===== src/hdl/lmfbs_pkg.sv =====
// Shared types and codes for the LED matrix frame buffer with row scan.
`timescale 1ns / 1ps

package lmfbs_pkg;

  localparam int ROW_W  = 3;
  localparam int COL_W  = 3;
  localparam int PIX_W  = 8;
  localparam int WORD_W = 16;

  typedef enum logic [2:0] {
    ACT_CLEAR     = 3'd0,
    ACT_SET       = 3'd1,
    ACT_TOGGLE    = 3'd2,
    ACT_RD_PIXEL  = 3'd3,
    ACT_WR_ROW    = 3'd4,
    ACT_RD_ROW    = 3'd5,
    ACT_INVERT    = 3'd6,
    ACT_SCAN      = 3'd7
  } action_t;

  typedef struct packed {
    action_t            action;
    logic [ROW_W-1:0]   row;
    logic [COL_W-1:0]   col;
    logic [PIX_W-1:0]   row_value;
    logic               bounce;
  } req_item_t;

  typedef struct packed {
    logic [PIX_W-1:0]   read_value;
    logic [WORD_W-1:0]  scan_word;
    logic [ROW_W-1:0]   scan_row;
    logic               is_scan;
    logic               last;
  } rsp_item_t;

  typedef enum logic [3:0] {
    OP_NONE,
    OP_CLEAR,
    OP_SET,
    OP_TOGGLE,
    OP_RD_PIXEL,
    OP_WR_ROW,
    OP_RD_ROW,
    OP_INVERT,
    OP_EMIT
  } dp_op_t;

  typedef struct packed {
    dp_op_t             op;
    logic [ROW_W-1:0]   scan_row;
    logic               last;
  } dp_cmd_t;

  typedef struct packed {
    logic               out_free;
  } dp_status_t;

endpackage


===== src/hdl/led_matrix_frame_buffer_scan_top.sv =====
// LED matrix frame buffer with row-multiplex scan: top level.
//
// The req channel takes one action item per accepted cycle (valid high, stall
// low). Clear, set, toggle, write row and invert update the frame buffer and
// give no result. Read pixel and read row give one rsp item, registered, on
// the cycle after acceptance. A scan gives ROWS words, or 2*ROWS-2 words with
// bounce set and ROWS above two, one per cycle while rsp_stall does not hold
// the output; the final word of a scan and every read reply carry last.
// Non-scan items are accepted back to back, one per cycle, as long as the
// output register is free or being taken. While a scan runs, req_stall stays
// high until the last word is in the output register; the scan sequencer
// uses the single buffer read port. When rsp_stall is high the waiting item
// holds, the scan pauses, and req_stall is raised as the output register is
// full.
// Rows at or above ROWS ignore writes and read as zero.
// Synchronous reset clears the frame buffer, the sequencer and rsp_valid;
// no item is to be sent while rst is high, which the block does not enforce.
`timescale 1ns / 1ps

module led_matrix_frame_buffer_scan_top #(
  parameter int ROWS = 8
) (
  input  logic                 clk,
  input  logic                 rst,
  input  logic                 req_valid,
  output logic                 req_stall,
  input  lmfbs_pkg::req_item_t req,
  output logic                 rsp_valid,
  input  logic                 rsp_stall,
  output lmfbs_pkg::rsp_item_t rsp
);
  import lmfbs_pkg::*;

  dp_cmd_t    cmd;
  dp_status_t status;

  lmfbs_ctrl #(
    .ROWS (ROWS)
  ) u_ctrl (
    .clk       (clk),
    .rst       (rst),
    .req_valid (req_valid),
    .req_stall (req_stall),
    .req       (req),
    .status    (status),
    .cmd       (cmd)
  );

  lmfbs_datapath #(
    .ROWS (ROWS)
  ) u_datapath (
    .clk       (clk),
    .rst       (rst),
    .req       (req),
    .cmd       (cmd),
    .status    (status),
    .rsp_valid (rsp_valid),
    .rsp_stall (rsp_stall),
    .rsp       (rsp)
  );

endmodule


===== src/hdl/lmfbs_datapath.sv =====
// Datapath: frame buffer registers, row read mux and the output item register.
`timescale 1ns / 1ps

module lmfbs_datapath #(
  parameter int ROWS = 8
) (
  input  logic                 clk,
  input  logic                 rst,
  input  lmfbs_pkg::req_item_t req,
  input  lmfbs_pkg::dp_cmd_t   cmd,
  output lmfbs_pkg::dp_status_t status,
  output logic                 rsp_valid,
  input  logic                 rsp_stall,
  output lmfbs_pkg::rsp_item_t rsp
);
  import lmfbs_pkg::*;

  localparam int RW = (ROWS > 1) ? $clog2(ROWS) : 1;

  logic [PIX_W-1:0] frame_buffer [ROWS];
  logic [PIX_W-1:0] col_mask;
  logic [PIX_W-1:0] rd_data;
  logic [ROW_W-1:0] rd_addr;
  logic             row_ok;
  logic             rd_ok;
  logic [PIX_W-1:0] row_enable;
  logic             load;
  rsp_item_t        rsp_next;

  assign col_mask = PIX_W'(1) << req.col;
  assign row_ok   = {1'b0, req.row} < (ROW_W + 1)'(ROWS);

  // One read port serves both the read actions and the scan sequencer.
  assign rd_addr = (cmd.op == OP_EMIT) ? cmd.scan_row : req.row;
  assign rd_ok   = {1'b0, rd_addr} < (ROW_W + 1)'(ROWS);
  assign rd_data = rd_ok ? frame_buffer[rd_addr[RW-1:0]] : '0;

  assign row_enable = ~(PIX_W'(1) << cmd.scan_row);

  assign status.out_free = !rsp_valid || !rsp_stall;

  always_comb begin
    rsp_next = '0;
    load     = 1'b0;
    case (cmd.op)
      OP_RD_PIXEL: begin
        load                = 1'b1;
        rsp_next.read_value = PIX_W'(|(rd_data & col_mask));
        rsp_next.last       = 1'b1;
      end
      OP_RD_ROW: begin
        load                = 1'b1;
        rsp_next.read_value = rd_data;
        rsp_next.last       = 1'b1;
      end
      OP_EMIT: begin
        load               = 1'b1;
        rsp_next.scan_word = {row_enable, rd_data};
        rsp_next.scan_row  = cmd.scan_row;
        rsp_next.is_scan   = 1'b1;
        rsp_next.last      = cmd.last;
      end
      default: begin
        load = 1'b0;
      end
    endcase
  end

  always_ff @(posedge clk) begin
    if (rst) begin
      for (int i = 0; i < ROWS; i++) begin
        frame_buffer[i] <= '0;
      end
    end else begin
      case (cmd.op)
        OP_CLEAR: begin
          if (row_ok) frame_buffer[req.row[RW-1:0]] <= frame_buffer[req.row[RW-1:0]] & ~col_mask;
        end
        OP_SET: begin
          if (row_ok) frame_buffer[req.row[RW-1:0]] <= frame_buffer[req.row[RW-1:0]] | col_mask;
        end
        OP_TOGGLE: begin
          if (row_ok) frame_buffer[req.row[RW-1:0]] <= frame_buffer[req.row[RW-1:0]] ^ col_mask;
        end
        OP_WR_ROW: begin
          if (row_ok) frame_buffer[req.row[RW-1:0]] <= req.row_value;
        end
        OP_INVERT: begin
          for (int i = 0; i < ROWS; i++) begin
            frame_buffer[i] <= ~frame_buffer[i];
          end
        end
        default: begin
        end
      endcase
    end
  end

  always_ff @(posedge clk) begin
    if (rst) begin
      rsp_valid <= 1'b0;
    end else if (load) begin
      rsp_valid <= 1'b1;
    end else if (!rsp_stall) begin
      rsp_valid <= 1'b0;
    end
  end

  always_ff @(posedge clk) begin
    if (load) begin
      rsp <= rsp_next;
    end
  end

endmodule


===== src/hdl/lmfbs_ctrl.sv =====
// Controller: accepts items, decodes actions and sequences the row scan.
`timescale 1ns / 1ps

module lmfbs_ctrl #(
  parameter int ROWS = 8
) (
  input  logic                  clk,
  input  logic                  rst,
  input  logic                  req_valid,
  output logic                  req_stall,
  input  lmfbs_pkg::req_item_t  req,
  input  lmfbs_pkg::dp_status_t status,
  output lmfbs_pkg::dp_cmd_t    cmd
);
  import lmfbs_pkg::*;

  typedef enum logic {
    ST_IDLE,
    ST_SCAN
  } state_t;

  localparam logic [ROW_W-1:0] LAST_ROW = ROW_W'(ROWS - 1);
  localparam logic [ROW_W-1:0] TURN_ROW = ROW_W'(ROWS - 2);

  state_t           state;
  logic [ROW_W-1:0] scan_row;
  logic             backward;
  logic             bounce;
  logic             accept;
  logic             emit;
  logic             fwd_end;
  logic             scan_done;

  assign req_stall = (state == ST_SCAN) || !status.out_free;
  assign accept    = req_valid && !req_stall;
  assign emit      = (state == ST_SCAN) && status.out_free;

  // The forward pass ends on the top row; the backward pass ends on row one.
  assign fwd_end   = !backward && (scan_row == LAST_ROW);
  assign scan_done = (fwd_end && !bounce) || (backward && (scan_row == ROW_W'(1)));

  always_comb begin
    cmd          = '0;
    cmd.op       = OP_NONE;
    cmd.scan_row = scan_row;
    cmd.last     = scan_done;
    if (emit) begin
      cmd.op = OP_EMIT;
    end else if (accept) begin
      case (req.action)
        ACT_CLEAR:    cmd.op = OP_CLEAR;
        ACT_SET:      cmd.op = OP_SET;
        ACT_TOGGLE:   cmd.op = OP_TOGGLE;
        ACT_RD_PIXEL: cmd.op = OP_RD_PIXEL;
        ACT_WR_ROW:   cmd.op = OP_WR_ROW;
        ACT_RD_ROW:   cmd.op = OP_RD_ROW;
        ACT_INVERT:   cmd.op = OP_INVERT;
        default:      cmd.op = OP_NONE;
      endcase
    end
  end

  always_ff @(posedge clk) begin
    if (rst) begin
      state    <= ST_IDLE;
      scan_row <= '0;
      backward <= 1'b0;
      bounce   <= 1'b0;
    end else begin
      case (state)
        ST_IDLE: begin
          if (accept && (req.action == ACT_SCAN)) begin
            state    <= ST_SCAN;
            scan_row <= '0;
            backward <= 1'b0;
            bounce   <= req.bounce && (ROWS > 2);
          end
        end
        ST_SCAN: begin
          if (emit) begin
            if (scan_done) begin
              state <= ST_IDLE;
            end else if (fwd_end) begin
              backward <= 1'b1;
              scan_row <= TURN_ROW;
            end else if (backward) begin
              scan_row <= scan_row - ROW_W'(1);
            end else begin
              scan_row <= scan_row + ROW_W'(1);
            end
          end
        end
        default: begin
          state <= ST_IDLE;
        end
      endcase
    end
  end

endmodule


===== config.mk =====
export PLATFORM = sky130hd
export DESIGN_NAME = led_matrix_frame_buffer_scan_top
export DESIGN_NICKNAME = d
export VERILOG_FILES = /design/src/hdl/lmfbs_pkg.sv /design/src/hdl/led_matrix_frame_buffer_scan_top.sv /design/src/hdl/lmfbs_datapath.sv /design/src/hdl/lmfbs_ctrl.sv
export SDC_FILE = /design/constraint.sdc
export NUM_CORES = 1
export LEC_CHECK = 0
export BUFFER_PORTS_ARGS = -buffer_cell sky130_fd_sc_hd__clkbuf_2
export CAP_MARGIN = 25
export CELL_PAD_IN_SITES_DETAIL_PLACEMENT = 1
export CELL_PAD_IN_SITES_GLOBAL_PLACEMENT = 1
export CORE_MARGIN = 2
export CORE_UTILIZATION = 50
export CTS_BUF_LIST = sky130_fd_sc_hd__clkbuf_8
export CTS_CLUSTER_DIAMETER = 30
export DETAILED_ROUTE_END_ITERATION = 7
export PLACE_DENSITY = 0.94
export SYNTH_ARGS = -nofsm -noshare
export SYNTH_HDL_FRONTEND = slang
export SYNTH_SLANG_ARGS = --single-unit

===== constraint.sdc =====
create_clock -name clk -period 3.01 [get_ports clk]
set_input_delay 0.4515 -clock clk [delete_from_list [all_inputs] [get_ports clk]]
set_output_delay 0.4515 -clock clk [all_outputs]
set_load 0.02 [all_outputs]

==> results <==
- The violation count after the first detailed-route iteration is 650.
- From left edge to right edge, the die measures 112 µm.
- The required time of the critical path is 3.26 ns.
- The fraction of layout instances using a drive strength above 1 is 23.5%.
- The core region is 11400 µm².
- Buffers placed on the I/O ports in this run total 52.
- After synthesis, the netlist uses 61 different library cells.
- The kind of path behind the tightest hold check is in2reg.
- Setup total negative slack on the finished layout was measured at 0 ns.
- Global routing finished with a remaining overflow of 0.
- After detailed routing, the number of remaining DRC violations is 0.
- After filler insertion, the fill cell instance count of the layout stands at 1235.
- The number of global-route vias before repair came to 5350.
- The synthesized area divided by synthesized cell count is 11.1 µm².
- The floorplan step defined a die boundary enclosing 12400 µm².
- After layout, the worst path uses 91.3% of the clock period.
- From synthesis to final layout, the design area changed by 14.3%.
- The worst slew margin relative to its limit is 56.9%.
- Across all setup checks in the final design, the least slack found is 0.262 ns.
- Summing the sequential cell areas from Yosys gives 50.7% of the chip area.
- The transition time of the tightest slew-check pin is 0.645 ns.
- The run finished with clean final reports.
- Yosys mapped a number of flops with a built-in enable equal to 93.
- The proportion of synthesized area in mux cells is 13.6%.
- The final count of pins violating max slew is 0.
- Clock latency on the worst-skew pair, taken at its later pin, is 0.40 ns.
- In this run the static leakage power is 2.51 nW.
- The worst setup path is of the reg2reg kind.
- The design draws 3.23 mW.
- The maximum number of pins on one net before global-route repair is 49.
- The worst-case IR drop observed on VDD is 0.389 mV.
- TritonCTS built the clock tree.
- In this run the cell area measured after placement is 6400 µm².
- The final antenna diode count is 0.
- The post-detailed-route via-to-cell ratio is 6.89.
- Of the total synthesized cell area, the portion taken by full adders, half adders and majority gates is 2.38%.
- The area share of the leading cell type in the synthesized netlist is 48.3%.
- The highest net fanout along the worst path is 26.
- The count of cells resized by post-cts repair is 0.
- Across all hold checks on the routed design, the worst slack comes to 0.400 ns.
- The library cell with the largest summed area after synthesis is edfxtp_1.
- In this run, post-CTS hold repair placed 0 buffers.
- The synthesized netlist devotes 14.2% of its cell area to simple gates.
- The clock net sink count is 100.
- The compound-gate portion of the synthesized area is 15.6%.
- For this run, the leading register cell type out of synthesis is edfxtp_1.
- The clock period minus worst slack is 2.75 ns.
- The maximum achievable frequency is 364 MHz.
- Dividing the detail-routed wire length by the instance count gives 26.7 µm.
- The Yosys step of the flow raised 0 warnings.
- The number of instances in the synthesized netlist is 522.
- The post-CTS setup buffer count is 0.
- Once placement completed, the tool counted placed cells totaling 728.
- The CTS buffer count is 9.
- The final worst clock skew is 0.0166 ns.
- The final instance area is 6610 µm².
- The tool flagged a number of max-cap violations equal to 0.
- The floorplan has 39 rows.
- For this configuration, the core starts out at a cell density of 50.8%.
- By area, the combinational part of the netlist is dominated by compound AO/OA/AOI/OAI gates.
- In this run the clock root is driven by a clkbuf_8.
- In this run the number of H-tree levels came out at 3.
- Data arrives at the worst endpoint at 2.99 ns.
- Measured along the y axis, the die boundary spans 112 µm.
- The share of the core filled with cells is 58.1%.
- The worst setup path is launched from a flop.
- The proportion of synthesized flip-flops having asynchronous set or reset is 0%.
- The number of hold violations in the final report was 0.
- Counting flops and latches in the post-synthesis netlist gives 100.
- The first global-routing pass estimated 31.5 mm of wire.
- The initial antenna violation count is 0.
- Summed over all layers, the routed wires come to 19.9 mm.
- Setup repair after global routing left no endpoint under its margin.
- The number of nets in the layout is 629.
- The congestion estimate from routability-driven global placement came to 1.04.
- The count of placed standard cells in the final layout, fillers left out is 744.
- Setup violations remaining at the end of the flow were counted as 0.
- The number of optimization iterations in the first detailed-route pass is 6.
- The parity-gate share of the synthesized area counting xor and xnor cells is 0.152%.
- The net count of the mapped netlist is 555.
- The power per standard cell area is 489 nW/µm².
- The detail route stage leaves a number of antenna-violating nets equal to 0.
- 53 I/O pins were placed.
- The number of buffers on the longest clock path is 2.
- By area the synthesized netlist is led by edfxtp_1, mux2i_1, o22ai_1.
- Summing over every cut layer, the via total after detailed routing is 5129.
- The total track usage is 32.9%.
- The wire-length estimate of the detail-placed layout is 14.6 mm.
- The sort of element at the end of the critical path is a flop.
- Clock-pin slew was measured on the worst setup and hold paths at 0.11 ns.
- At the placement stage, the worst setup path has a slack of 0.249 ns.
- The mapped netlist covers 5780 µm².
==> layout make-up <==
cell class | count | area [µm²] | share of cell area (%)
multi-input cells | 380 | 2660 | 40.2
inverters | 13 | 48.8 | 0.739
repair buffers | 92 | 586 | 8.87
clock buffers | 9 | 124 | 1.88
well taps | 143 | 179 | 2.71
clock inverters | 7 | 80.1 | 1.21
flip-flops and latches | 100 | 2930 | 44.4
==> logic make-up after synthesis <==
family | Yosys count
AND/OR/NAND/NOR | 170
AO/OA/AOI/OAI | 140
flip-flops | 100
multiplexers | 58
buffers and inverters | 42
adder cells (fa/ha/maj) | 11
XOR/XNOR | 1
==> synthesized netlist by cell type (all sizes together) (9+ instances only) <==
master	n
edfxtp	93
nor2	52
nand2	50
o22ai	50
mux2i	37
o21ai	29
a21oi	18
buf	15
clkbuf	14
nand3	14
inv	13
mux4	12
ha	11
mux2	9
or3	9
==> path summary, 6_finish.rpt <==
path                                           start                 end  slack [ns]  cells past startpoint
worst max-delay path                    u_ctrl.state  u_datapath.rsp[21]        0.26                      8
worst min register to register  u_datapath.rsp_valid        u_ctrl.state        0.60                      2
worst min-delay path                       rsp_stall        u_ctrl.state        0.40                      3
worst max register to register          u_ctrl.state  u_datapath.rsp[21]        0.26                      8
==> flip-flops by register name (all words and copies together), names as in the netlist <==
name	cells
u_datapath.frame_buffer	64
u_datapath.rsp	29
u_ctrl.scan_row	3
u_ctrl.backward	1
u_ctrl.bounce	1
u_ctrl.state	1
u_datapath.rsp_valid	1
==> layout by cell type (no fill, tap or decap), types with 8 or more instances in the layout <==
cell type,count
buf_4,38
clkbuf_8,9
mux2i_1,34
nor2_1,50
o22ai_1,50
ha_1,11
nand3_1,14
a211oi_1,8
o21ai_0,29
edfxtp_1,93
nand2_1,50
or3_1,9
inv_1,11
mux4_2,12
clkbuf_2,52
a21oi_1,18
nor2b_1,8
==> critical path, stage by stage (launching register included) <==
cell	delay [ns]
dfxtp_1	0.38
a21bo_1	0.31
buf_12	0.22
mux2i_4	0.41
nand2_1	0.13
a32oi_1	0.31
or4b_1	0.48
a21o_1	0.18
a31oi_1	0.15
==> where the power goes <==
part	leakage [nW]	switching [mW]	internal, mW
logic	1.39	0.372	0.228
registers	1.01	0.0879	1.62
clock network	0.102	0.524	0.396
==> metal layers <==
layer / routed length (µm) / global-route usage, % / up-vias
met4: 908 / 14.7 / 0
met5: 0 / 0 / -
met1: 7600 / 41.4 / 2558
li1: - / - / 2166
met2: 9180 / 52.2 / 328
met3: 2190 / 10.6 / 77
(Power assumes the default switching activity.)
